==> config.mk <==
export PLATFORM = sky130hd
export DESIGN_NAME = koch_curve_segment_generator_top
export DESIGN_NICKNAME = d
export VERILOG_FILES = /design/src/rtl/kcsg_pkg.sv /design/src/rtl/kcsg_ram.sv /design/src/rtl/kcsg_mac.sv /design/src/rtl/koch_curve_segment_generator_top.sv
export SDC_FILE = /design/constraint.sdc
export NUM_CORES = 2
export LEC_CHECK = 0
export BUFFER_PORTS_ARGS = -buffer_cell sky130_fd_sc_hd__buf_2
export CORE_MARGIN = 5
export CORE_UTILIZATION = 30
export CTS_BUF_LIST = sky130_fd_sc_hd__clkbuf_8
export DETAILED_ROUTE_END_ITERATION = 8
export PLACE_DENSITY_LB_ADDON = 0.2
export SLEW_MARGIN = 40
export SYNTH_ARGS = -nofsm -noshare
export SYNTH_HDL_FRONTEND = slang
export SYNTH_HIERARCHICAL = 1
export SYNTH_SLANG_ARGS = --single-unit
export TNS_END_PERCENT = 20
==> constraint.sdc <==
create_clock -name i_clk -period 26.5 [get_ports i_clk]
set_input_delay 5.3 -clock i_clk [delete_from_list [all_inputs] [get_ports i_clk]]
set_output_delay 5.3 -clock i_clk [all_outputs]
set_load 0.01 [all_outputs]
==> src/rtl/kcsg_pkg.sv <==
package kcsg_pkg;

    localparam int DEF_MAX_ORDER   = 3;
    localparam int DEF_COORD_WIDTH = 16;

    // Coefficients in Q0.16, carried as signed 18-bit multiplier operands.
    localparam int COEF_W = 18;
    localparam logic signed [COEF_W-1:0] C_THIRD_Q16 = 18'sd21845;
    localparam logic signed [COEF_W-1:0] C_COS60_Q16 = 18'sd32768;
    localparam logic signed [COEF_W-1:0] C_SIN60_Q16 = 18'sd56756;

    // Half an LSB of the Q16 result, the starting value of every rounded sum.
    localparam int ROUND_HALF = 32768;
    localparam int FRAC_BITS  = 16;

    localparam int LVL_W = 2;

    typedef struct packed {
        logic en;
        logic accum;
        logic sub;
    } t_mac_ctl;

endpackage

==> src/rtl/kcsg_ram.sv <==
module kcsg_ram #(
    parameter int WIDTH  = 66,
    parameter int DEPTH  = 10,
    parameter int ADDR_W = (DEPTH > 1) ? $clog2(DEPTH) : 1
) (
    input  logic              i_clk,
    input  logic              i_wr_en,
    input  logic [ADDR_W-1:0] i_wr_addr,
    input  logic [WIDTH-1:0]  i_wr_data,
    input  logic              i_rd_en,
    input  logic [ADDR_W-1:0] i_rd_addr,
    output logic [WIDTH-1:0]  o_rd_data
);

    logic [WIDTH-1:0] r_mem [DEPTH];
    logic [WIDTH-1:0] r_rd_data;

    always_ff @(posedge i_clk) begin
        if (i_wr_en) begin
            r_mem[i_wr_addr] <= i_wr_data;
        end
        if (i_rd_en) begin
            r_rd_data <= r_mem[i_rd_addr];
        end
    end

    assign o_rd_data = r_rd_data;

endmodule

==> src/rtl/kcsg_mac.sv <==
module kcsg_mac #(
    parameter int OP_W  = 17,
    parameter int ACC_W = 36
) (
    input  logic                                 i_clk,
    input  kcsg_pkg::t_mac_ctl                   i_ctl,
    input  logic signed [OP_W-1:0]               i_a,
    input  logic signed [kcsg_pkg::COEF_W-1:0]   i_b,
    output logic signed [ACC_W-1:0]              o_acc
);

    import kcsg_pkg::*;

    logic signed [OP_W+COEF_W-1:0] w_prod;
    logic signed [ACC_W-1:0]       w_term;
    logic signed [ACC_W-1:0]       w_base;
    logic signed [ACC_W-1:0]       n_acc;
    logic signed [ACC_W-1:0]       r_acc;

    always_comb begin
        w_prod = i_a * i_b;
        w_term = i_ctl.sub ? -ACC_W'(w_prod) : ACC_W'(w_prod);
        // A fresh sum starts from half an LSB so that the later shift rounds.
        w_base = i_ctl.accum ? r_acc : ACC_W'(ROUND_HALF);
        n_acc  = w_base + w_term;
    end

    always_ff @(posedge i_clk) begin
        if (i_ctl.en) begin
            r_acc <= n_acc;
        end
    end

    assign o_acc = r_acc;

endmodule

==> src/rtl/koch_curve_segment_generator_top.sv <==
// Koch curve segment generator.
// Command channel: present a segment (start and end point, signed Q8.8) and an
// order of 0 to 3 with i_start high; the beat is taken at an edge where o_busy
// is low. Orders above MAX_ORDER are clamped to it.
// Result channel: each emitted segment is shown for exactly one cycle with
// o_valid high; o_last_segment marks the final one of the command. Segments
// come in drawing order, 4^order of them.
// Pending segments live in a small stack RAM with a registered read.
// Each split of a segment runs on the shared multiply-accumulate unit and the
// stack port. o_busy stays high until the edge that registers the last beat,
// so a new command may be taken in the same cycle as that beat.
// Reset (synchronous, active low) empties the stack and returns to idle; the
// stack contents themselves are not cleared. The receiver cannot stall.
module koch_curve_segment_generator_top #(
    parameter int MAX_ORDER   = kcsg_pkg::DEF_MAX_ORDER,
    parameter int COORD_WIDTH = kcsg_pkg::DEF_COORD_WIDTH
) (
    input  logic                          i_clk,
    input  logic                          i_rst_n,
    input  logic                          i_start,
    output logic                          o_busy,
    input  logic signed [COORD_WIDTH-1:0] i_start_x,
    input  logic signed [COORD_WIDTH-1:0] i_start_y,
    input  logic signed [COORD_WIDTH-1:0] i_end_x,
    input  logic signed [COORD_WIDTH-1:0] i_end_y,
    input  logic [kcsg_pkg::LVL_W-1:0]    i_depth_order,
    output logic                          o_valid,
    output logic signed [COORD_WIDTH-1:0] o_out_start_x,
    output logic signed [COORD_WIDTH-1:0] o_out_start_y,
    output logic signed [COORD_WIDTH-1:0] o_out_end_x,
    output logic signed [COORD_WIDTH-1:0] o_out_end_y,
    output logic                          o_last_segment
);

    import kcsg_pkg::*;

    localparam int W       = COORD_WIDTH;
    localparam int DEPTH   = 3 * MAX_ORDER + 1;
    localparam int AW      = (DEPTH > 1) ? $clog2(DEPTH) : 1;
    localparam int TW      = $clog2(DEPTH + 1);
    localparam int ENT_W   = 4 * W + LVL_W;
    localparam int OP_W    = W + 1;
    localparam int ACC_W   = W + 20;
    localparam int SW      = W + 4;

    typedef enum logic [3:0] {
        S_IDLE, S_POP, S_EXAM, S_DX, S_DY, S_CX0, S_CX1,
        S_CY0, S_CY1, S_CFIN, S_P1, S_P2, S_P3, S_P4
    } t_state;

    t_state r_state;
    logic [TW-1:0] r_top;
    logic [LVL_W-1:0] r_lvl;
    logic signed [W-1:0] r_x0, r_y0, r_x1, r_y1;
    logic signed [W-1:0] r_ax, r_ay, r_bx, r_by, r_cx, r_cy;
    logic signed [W:0]   r_dx, r_dy;
    logic signed [W+1:0] r_cx_off;
    logic r_valid, r_last;
    logic signed [W-1:0] r_out_sx, r_out_sy, r_out_ex, r_out_ey;

    logic [TW-1:0]      w_top_m1;
    logic               w_wr_en;
    logic [AW-1:0]      w_wr_addr;
    logic [ENT_W-1:0]   w_wr_data;
    logic               w_rd_en;
    logic [ENT_W-1:0]   w_rd_data;
    logic [LVL_W-1:0]   w_rd_lvl;
    logic [LVL_W-1:0]   w_order;
    logic               w_push;
    t_mac_ctl           w_mac_ctl;
    logic signed [OP_W-1:0]   w_mac_a;
    logic signed [COEF_W-1:0] w_mac_b;
    logic signed [ACC_W-1:0]  w_acc;
    logic signed [W+1:0]      w_acc_q;
    logic signed [W:0]        w_diff_x, w_diff_y;

    function automatic logic signed [W-1:0] sat(input logic signed [SW-1:0] v);
        logic [4:0] top_bits;
        top_bits = v[SW-1:W-1];
        if ((&top_bits) || !(|top_bits)) begin
            return v[W-1:0];
        end else if (v[SW-1]) begin
            return {1'b1, {(W-1){1'b0}}};
        end else begin
            return {1'b0, {(W-1){1'b1}}};
        end
    endfunction

    assign w_top_m1 = r_top - TW'(1);
    assign w_rd_lvl = w_rd_data[ENT_W-1:4*W];
    assign w_order  = (i_depth_order > LVL_W'(MAX_ORDER)) ? LVL_W'(MAX_ORDER)
                                                           : i_depth_order;
    assign w_diff_x = OP_W'(r_x1) - OP_W'(r_x0);
    assign w_diff_y = OP_W'(r_y1) - OP_W'(r_y0);
    // Rounded Q16 result of the accumulator: an arithmetic shift by sixteen.
    assign w_acc_q  = w_acc[FRAC_BITS+W+1:FRAC_BITS];

    // Stack ports and the shared multiply-accumulate controls.
    always_comb begin
        w_push    = (r_state == S_P1) || (r_state == S_P2) ||
                    (r_state == S_P3) || (r_state == S_P4);
        w_wr_en   = 1'b0;
        w_wr_addr = r_top[AW-1:0];
        w_wr_data = {r_lvl, r_x0, r_y0, r_ax, r_ay};
        w_rd_en   = 1'b0;
        w_mac_ctl = '0;
        w_mac_a   = w_diff_x;
        w_mac_b   = C_THIRD_Q16;
        case (r_state)
            S_IDLE: begin
                w_wr_en   = i_start;
                w_wr_addr = '0;
                w_wr_data = {w_order, i_start_x, i_start_y, i_end_x, i_end_y};
            end
            S_POP: begin
                w_rd_en = 1'b1;
            end
            S_EXAM: begin
                w_rd_en = (w_rd_lvl == '0) && (r_top != '0);
            end
            S_DX: begin
                w_mac_ctl = '{en: 1'b1, accum: 1'b0, sub: 1'b0};
            end
            S_DY: begin
                w_mac_ctl = '{en: 1'b1, accum: 1'b0, sub: 1'b0};
                w_mac_a   = w_diff_y;
            end
            S_CX0: begin
                w_mac_ctl = '{en: 1'b1, accum: 1'b0, sub: 1'b0};
                w_mac_a   = r_dx;
                w_mac_b   = C_COS60_Q16;
            end
            S_CX1: begin
                w_mac_ctl = '{en: 1'b1, accum: 1'b1, sub: 1'b1};
                w_mac_a   = r_dy;
                w_mac_b   = C_SIN60_Q16;
            end
            S_CY0: begin
                w_mac_ctl = '{en: 1'b1, accum: 1'b0, sub: 1'b0};
                w_mac_a   = r_dx;
                w_mac_b   = C_SIN60_Q16;
            end
            S_CY1: begin
                w_mac_ctl = '{en: 1'b1, accum: 1'b1, sub: 1'b0};
                w_mac_a   = r_dy;
                w_mac_b   = C_COS60_Q16;
            end
            S_P1: begin
                w_wr_data = {r_lvl, r_bx, r_by, r_x1, r_y1};
            end
            S_P2: begin
                w_wr_data = {r_lvl, r_cx, r_cy, r_bx, r_by};
            end
            S_P3: begin
                w_wr_data = {r_lvl, r_ax, r_ay, r_cx, r_cy};
            end
            S_P4: begin
                w_wr_data = {r_lvl, r_x0, r_y0, r_ax, r_ay};
            end
            default: begin
                w_rd_en = 1'b0;
            end
        endcase
        if (w_push) begin
            w_wr_en = (r_top < TW'(DEPTH));
        end
    end

    kcsg_ram #(
        .WIDTH (ENT_W),
        .DEPTH (DEPTH),
        .ADDR_W(AW)
    ) u_stack (
        .i_clk    (i_clk),
        .i_wr_en  (w_wr_en),
        .i_wr_addr(w_wr_addr),
        .i_wr_data(w_wr_data),
        .i_rd_en  (w_rd_en),
        .i_rd_addr(w_top_m1[AW-1:0]),
        .o_rd_data(w_rd_data)
    );

    kcsg_mac #(
        .OP_W (OP_W),
        .ACC_W(ACC_W)
    ) u_mac (
        .i_clk(i_clk),
        .i_ctl(w_mac_ctl),
        .i_a  (w_mac_a),
        .i_b  (w_mac_b),
        .o_acc(w_acc)
    );

    always_ff @(posedge i_clk) begin
        if (!i_rst_n) begin
            r_state <= S_IDLE;
            r_top   <= '0;
            r_valid <= 1'b0;
            r_last  <= 1'b0;
        end else begin
            r_valid <= 1'b0;
            case (r_state)
                S_IDLE: begin
                    if (i_start) begin
                        r_top   <= TW'(1);
                        r_state <= S_POP;
                    end
                end
                S_POP: begin
                    r_top   <= w_top_m1;
                    r_state <= S_EXAM;
                end
                S_EXAM: begin
                    if (w_rd_lvl == '0) begin
                        r_valid  <= 1'b1;
                        r_last   <= (r_top == '0);
                        r_out_sx <= w_rd_data[4*W-1:3*W];
                        r_out_sy <= w_rd_data[3*W-1:2*W];
                        r_out_ex <= w_rd_data[2*W-1:W];
                        r_out_ey <= w_rd_data[W-1:0];
                        // A leaf pops the next entry at once: one beat a cycle while leaves follow.
                        if (r_top != '0) begin
                            r_top <= w_top_m1;
                        end else begin
                            r_state <= S_IDLE;
                        end
                    end else begin
                        r_x0    <= w_rd_data[4*W-1:3*W];
                        r_y0    <= w_rd_data[3*W-1:2*W];
                        r_x1    <= w_rd_data[2*W-1:W];
                        r_y1    <= w_rd_data[W-1:0];
                        r_lvl   <= w_rd_lvl - LVL_W'(1);
                        r_state <= S_DX;
                    end
                end
                S_DX: begin
                    r_state <= S_DY;
                end
                S_DY: begin
                    r_dx    <= w_acc_q[W:0];
                    r_state <= S_CX0;
                end
                S_CX0: begin
                    r_dy    <= w_acc_q[W:0];
                    r_state <= S_CX1;
                end
                S_CX1: begin
                    r_ax    <= sat(SW'(r_x0) + SW'(r_dx));
                    r_ay    <= sat(SW'(r_y0) + SW'(r_dy));
                    r_bx    <= sat(SW'(r_x0) + SW'(r_dx) + SW'(r_dx));
                    r_by    <= sat(SW'(r_y0) + SW'(r_dy) + SW'(r_dy));
                    r_state <= S_CY0;
                end
                S_CY0: begin
                    r_cx_off <= w_acc_q;
                    r_state  <= S_CY1;
                end
                S_CY1: begin
                    r_state <= S_CFIN;
                end
                S_CFIN: begin
                    // The apex is built from the already saturated one-third point.
                    r_cx    <= sat(SW'(r_ax) + SW'(r_cx_off));
                    r_cy    <= sat(SW'(r_ay) + SW'(w_acc_q));
                    r_state <= S_P1;
                end
                S_P1, S_P2, S_P3: begin
                    if (w_wr_en) begin
                        r_top <= r_top + TW'(1);
                    end
                    r_state <= t_state'(r_state + 4'd1);
                end
                S_P4: begin
                    if (w_wr_en) begin
                        r_top <= r_top + TW'(1);
                    end
                    r_state <= S_POP;
                end
                default: begin
                    r_state <= S_IDLE;
                end
            endcase
        end
    end

    assign o_busy         = (r_state != S_IDLE);
    assign o_valid        = r_valid;
    assign o_last_segment = r_last;
    assign o_out_start_x  = r_out_sx;
    assign o_out_start_y  = r_out_sy;
    assign o_out_end_x    = r_out_ex;
    assign o_out_end_y    = r_out_ey;

endmodule

# Word-level counts from Yosys, hierarchy flattened

Memory sizes are Yosys's and may differ from the RTL's. A register that Yosys moved wholly into a read port is not among the register bits.
Index checks and enable logic that the tools add are counted.

Bits in registers: 324
RAM bits: 660
Input port bits: 69
Logic and storage cells: 146
Memories: 1

Add/sub/neg operators: 14
Multipliers: 1
$lt $le $gt $ge: 2
Equality and inequality tests: 18
Muxes and demuxes: 34
Bitwise logic cells: 1
Reduce and logical (&&, ||, !) cells: 52

Memories:

| name          | words | bits a word | read ports | clocked after memory_dff | wr ports | line           | text |
|---|---|---|---|---|---|---|---|
| u_stack.r_mem | 10    | 66          | 1          | 1                        | 1        | kcsg_ram.sv:15 | `logic [WIDTH-1:0] r_mem [DEPTH];` |

Operator list:

| operator              | count |
|---|---|
| $pmux W66 S4          | 1 |
| $mux W16              | 12 |
| $mux W36              | 2 |
| $pmux W17 S3          | 1 |
| $pmux W4 S12          | 1 |
| $add A16 B18 Y19      | 2 |
| $add A18 B17 Y19      | 2 |
| $add A16 B17 Y18      | 2 |
| $add A36 B36 Y36      | 1 |
| $neg A34 Y36          | 1 |
| $reduce_and A5 Y1     | 7 |
| $mul A17 B17 Y34      | 1 |
| $sub A16 B16 Y17      | 2 |
| $pmux W16 S2          | 1 |
| $reduce_or A5 Y1      | 6 |
| $mux W4               | 7 |
| $eq A4 B4 Y1 const B  | 6 |
| $eq A4 B3 Y1 const B  | 4 |
| $pmux W4 S4           | 1 |
| $reduce_and A2 Y1     | 8 |
| $reduce_bool A4 Y1    | 3 |
| $logic_or A1 B1 Y1    | 9 |
| $pmux W3 S3           | 1 |
| $add A4 B1 Y4 const B | 2 |
| other kinds (21)      | 39 |

# Depth between registers and ports, before layout

Word-level depth: 7
Depth in mapped cells: 49

# Modules after synthesis

Netlist, hierarchy kept.

By module, submodules not included:

| module                           | instances | cells an instance | area each (sq um) | sequential area each (sq um) |
|---|---|---|---|---|
| kcsg_ram                         | 1         | 1420              | 28036.9           | 21800.9 |
| koch_curve_segment_generator_top | 1         | 1913              | 19062.0           | 8548.2 |
| kcsg_mac                         | 1         | 1788              | 15777.6           | 1081.0 |

# Worst setup path after synthesis

Ideal clock, no wire load.

Path type: flip-flop to flip-flop
Start point: reg r_state[0]
End point: reg u_mac.r_acc[35] (netlist: u_mac/o_acc[35]), data pin
Setup time: 0.264 ns
Arrival: 10.878 ns
Required time: 26.236 ns
Setup slack: 15.359 ns
Stages on the path, launching flop included: 45
Clock period less this slack: 11.141 ns
Cells stage by stage: dfxtp_1 inv_1 ha_1 clkbuf_1 nand2_1 nor2_1 or2_2 clkbuf_1 nor2_1 inv_1 nor2_1 a222oi_1 o21ai_0 clkbuf_1 nand2_1 fa_1 fa_1 fa_1 [9 not listed] o21ai_2 a2111oi_0 o32ai_1 nor4_2 nand4_1 o21ai_0 xnor2_1 ha_1 and3_1 nor2b_1 and3_1 and2_1 a221oi_1 o21ai_0 a211o_1 a21oi_1 xor2_1 xor2_1

Longest elaborated chain between the ends: 7
Elaborated cells between the ends (all ways): 19

RTL lines:

| item                                         | line                                    | text |
|---|---|---|
| start: declaration                           | koch_curve_segment_generator_top.sv:51  | `t_state r_state;` |
| start signal: assignment                     | koch_curve_segment_generator_top.sv:271 | `r_state <= t_state'(r_state + 4'd1);` |
| $eq A4 B4 Y1 or $eq A4 B3 Y1 (tied branches) | koch_curve_segment_generator_top.sv:109 | `case (r_state)` |
| $reduce_or A2 Y1 (no source line)            | n/a                                     |  |
| $pmux W16 S2 *                               | koch_curve_segment_generator_top.sv:109 |  |
| net w_mac_b[0]                               | koch_curve_segment_generator_top.sv:72  | `logic signed [COEF_W-1:0] w_mac_b;` |
| $mul A17 B17 Y34 *                           | kcsg_mac.sv:21                          | `w_prod = i_a * i_b;` |
| $neg A34 Y36                                 | kcsg_mac.sv:22                          | `w_term = i_ctl.sub ? -ACC_W'(w_prod) : ACC_W'(w_prod);` |
| $mux W36 *                                   | kcsg_mac.sv:22                          |  |
| $add A36 B36 Y36 *                           | kcsg_mac.sv:25                          | `n_acc = w_base + w_term;` |
| net u_mac.n_acc[35]                          | kcsg_mac.sv:17                          | `logic signed [ACC_W-1:0] n_acc;` |
| end signal: assignment                       | kcsg_mac.sv:30                          | `r_acc <= n_acc;` |
| end: declaration                             | kcsg_mac.sv:18                          | `logic signed [ACC_W-1:0] r_acc;` |

Mark *: on every way through the listed nets, which the timed path passes. The rest lies on a longest branch.
A chain may end at the register's enable or synchronous reset.

==> metrics.md <==
| Metric | Value |
|---|---|
| Final cycle utilization of the critical path | 0.476 |
| Largest fanout on the critical path | 36 |
| Worst Hold Depth | 0 |
| Max incr delay on CP | 590 ps |
| Global-route wire length before repair | between 200 and 300 mm |
| Status | complete, but fails checks |
| Most frequent cells in the layout | edfxtp_1 (1038), inv_1 (521), nand2_1 (380) |
| CP arrival | between 10000 and 15000 ps |
| Clk Tree Root Cell | clkbuf_8 |
| CTS Hold Bufs | 0 |
| Post-Route Setup TNS | 0 ps |
| Max Cap Viol | 0 |
| Initial antenna violation count | 12 |
| IO Port Bufs | 135 |
| Starting Density | 0.302 |
| Vias per cell | 5.04 |
| Area of the mapped netlist | 62500 sq um |
| FF-to-FF End | u_mac/o_acc[33]$_DFFE_PP_ |
| Critical Path Slowest Stage Cell | dfxtp_1 |
| Number of remaining DRC errors | 5 |
| Total global routing track utilization | 0.176 |
| Die area | approximately 220000 sq um |
| Slew Viols, Final | 0 |
| Share of layout cells above drive strength 1 | 0.139 |
| Crit. End Element | flop |
| Reg2reg path depth | 42 |
| Failing checks | design-rule violations |
| Fmax | 0.0793 GHz |
| H-Tree Level Count | 4 |
| Slew headroom | 0.394 |
| Routed WL | ~200 mm |
| # IOs | between 100 and 150 |
| Endpoints failing hold | 0 |
| Area Growth Syn to Fin | 12.3% |
| Die height | 466 um |
| Nets@finish | between 5000 and 6000 |
| CTS sink cnt | around 1000 |
| Most common cell after layout, fill and taps aside | edfxtp_1 |
| R2R setup slack | about 14000 ps |
| Crit path to | u_mac/o_acc[33]$_DFFE_PP_ |
| Post-Synthesis Cells | around 5100 |
| Crit path launch type | flop |
| Vias | around 41000 |
| DP Wirelength | 136 mm |
| Post-route ant nets | 0 |
| Clock Latency Late Sink | about 900 ps |
| CTS tree | yes |
| Crit path from | r_state[2]$_SDFFE_PN0P_ |
| Vias in the first global route | roughly 42000 |
| Worst clock skew | between 40 and 50 ps |
| CP Class | flop to flop |
| # resized after CTS | 0 |
| Initial DRC Count | around 3400 |
| Worst Tran Pin Value | approximately 900 ps |
| GR Overflow Total | 0 |
| Clock transition at path regs | about 60 ps |
| Hold Crit Class | flop to flop |
| Die X | roughly 470 um |
| Final Setup Violations | 0 |
| Required @ worst endpoint | 27140 ps |
| RSZ-0062 raised after global routing | no |
| Initial DRT Pass Iterations | 9 |
| WL/cell | ~24 um |
| Largest net degree at the start of global routing | ~120 |
| Time the worst path needs with I/O delays and setup | between 10000 and 15000 ps |
| Most frequent cell on the critical path | fa_1 |
| Beginning of the worst register-to-register path | r_state[2]$_SDFFE_PN0P_ |
| Number of synthesis warnings | 6 |
| # rows | between 150 and 200 |
| CTS max path bufs | 3 |
| Postcts setup bufs | 0 |
| Core ar. | slightly above 200000 sq um |
| CTS buffer count | between 150 and 200 |
| Syn avg cell area | 12.3 sq um |
| Final Wtd Congestion | approximately 0.95 |
## per-layer routing
metal	part of all wire	track usage
met2	0.48	0.297
met4	0.030	0.0526
met5	0.000092	0
met3	0.051	0.0286
met1	0.44	0.233
## sequential cells by signal, indices dropped and copies added, names as in the netlist, 17 cells and up
register           count
u_stack/r_mem        660
u_mac/o_acc           34
u_stack/o_rd_data     66
r_cx_off              18
r_dx                  17
r_dy                  17
## area by class of cell
type | count | area [sq um]
Antenna cell | 4 | 10.0
Clock buffer | 168 | 2310
Clock inverter | 128 | 876
Fill cell | 20700 | 137000
Inverter | 482 | 1820
Multi-Input combinational cell | 3367 | 28800
Sequential cell | 1048 | 31400
Tap cell | 2788 | 3490
Timing Repair Buffer | 236 | 1530
## how the worst min path moves through the flow
stage                     slack (ps)                       startpoint                    endpoint
after floorplan                  420  u_stack/o_rd_data[16]$_DFFE_PP_    o_out_end_x[0]$_DFFE_PP_
after global placement           430  u_stack/o_rd_data[35]$_DFFE_PP_  o_out_start_y[3]$_DFFE_PP_
after detailed placement         440  u_stack/o_rd_data[35]$_DFFE_PP_           r_y0[3]$_DFFE_PP_
after CTS                        450  u_stack/o_rd_data[35]$_DFFE_PP_           r_y0[3]$_DFFE_PP_
after global routing             450  u_stack/o_rd_data[22]$_DFFE_PP_           r_x1[6]$_DFFE_PP_
final                            450  u_stack/o_rd_data[22]$_DFFE_PP_           r_x1[6]$_DFFE_PP_
## through the flow
step                      instances  worst slack [ps]  area (sq um)  hold WS (ps)  utilization
final                          8221             13890         70200           448        0.339
after global placement         7908             14160         66600           431        0.321
after detailed placement       7919             14080         66900           442        0.323
after global routing           8218             12910         70200           454        0.338
after CTS                      8215             14010         70100           450        0.338
after floorplan                5124             15470         62700           421            -
## critical path, delay by kind of cell, from the launching register on
kind / cells / cell delay (ps)
AO/OA/AOI/OAI: 12 / 3190
buffers and inverters: 8 / 1670
AND/OR/NAND/NOR: 12 / 2840
flip-flops: 1 / 590
adder cells (fa/ha/maj): 8 / 3760
XOR/XNOR: 2 / 280
Power is not shown: default switching activity piles up to over one toggle a cycle in this logic, so the estimate is an artifact.
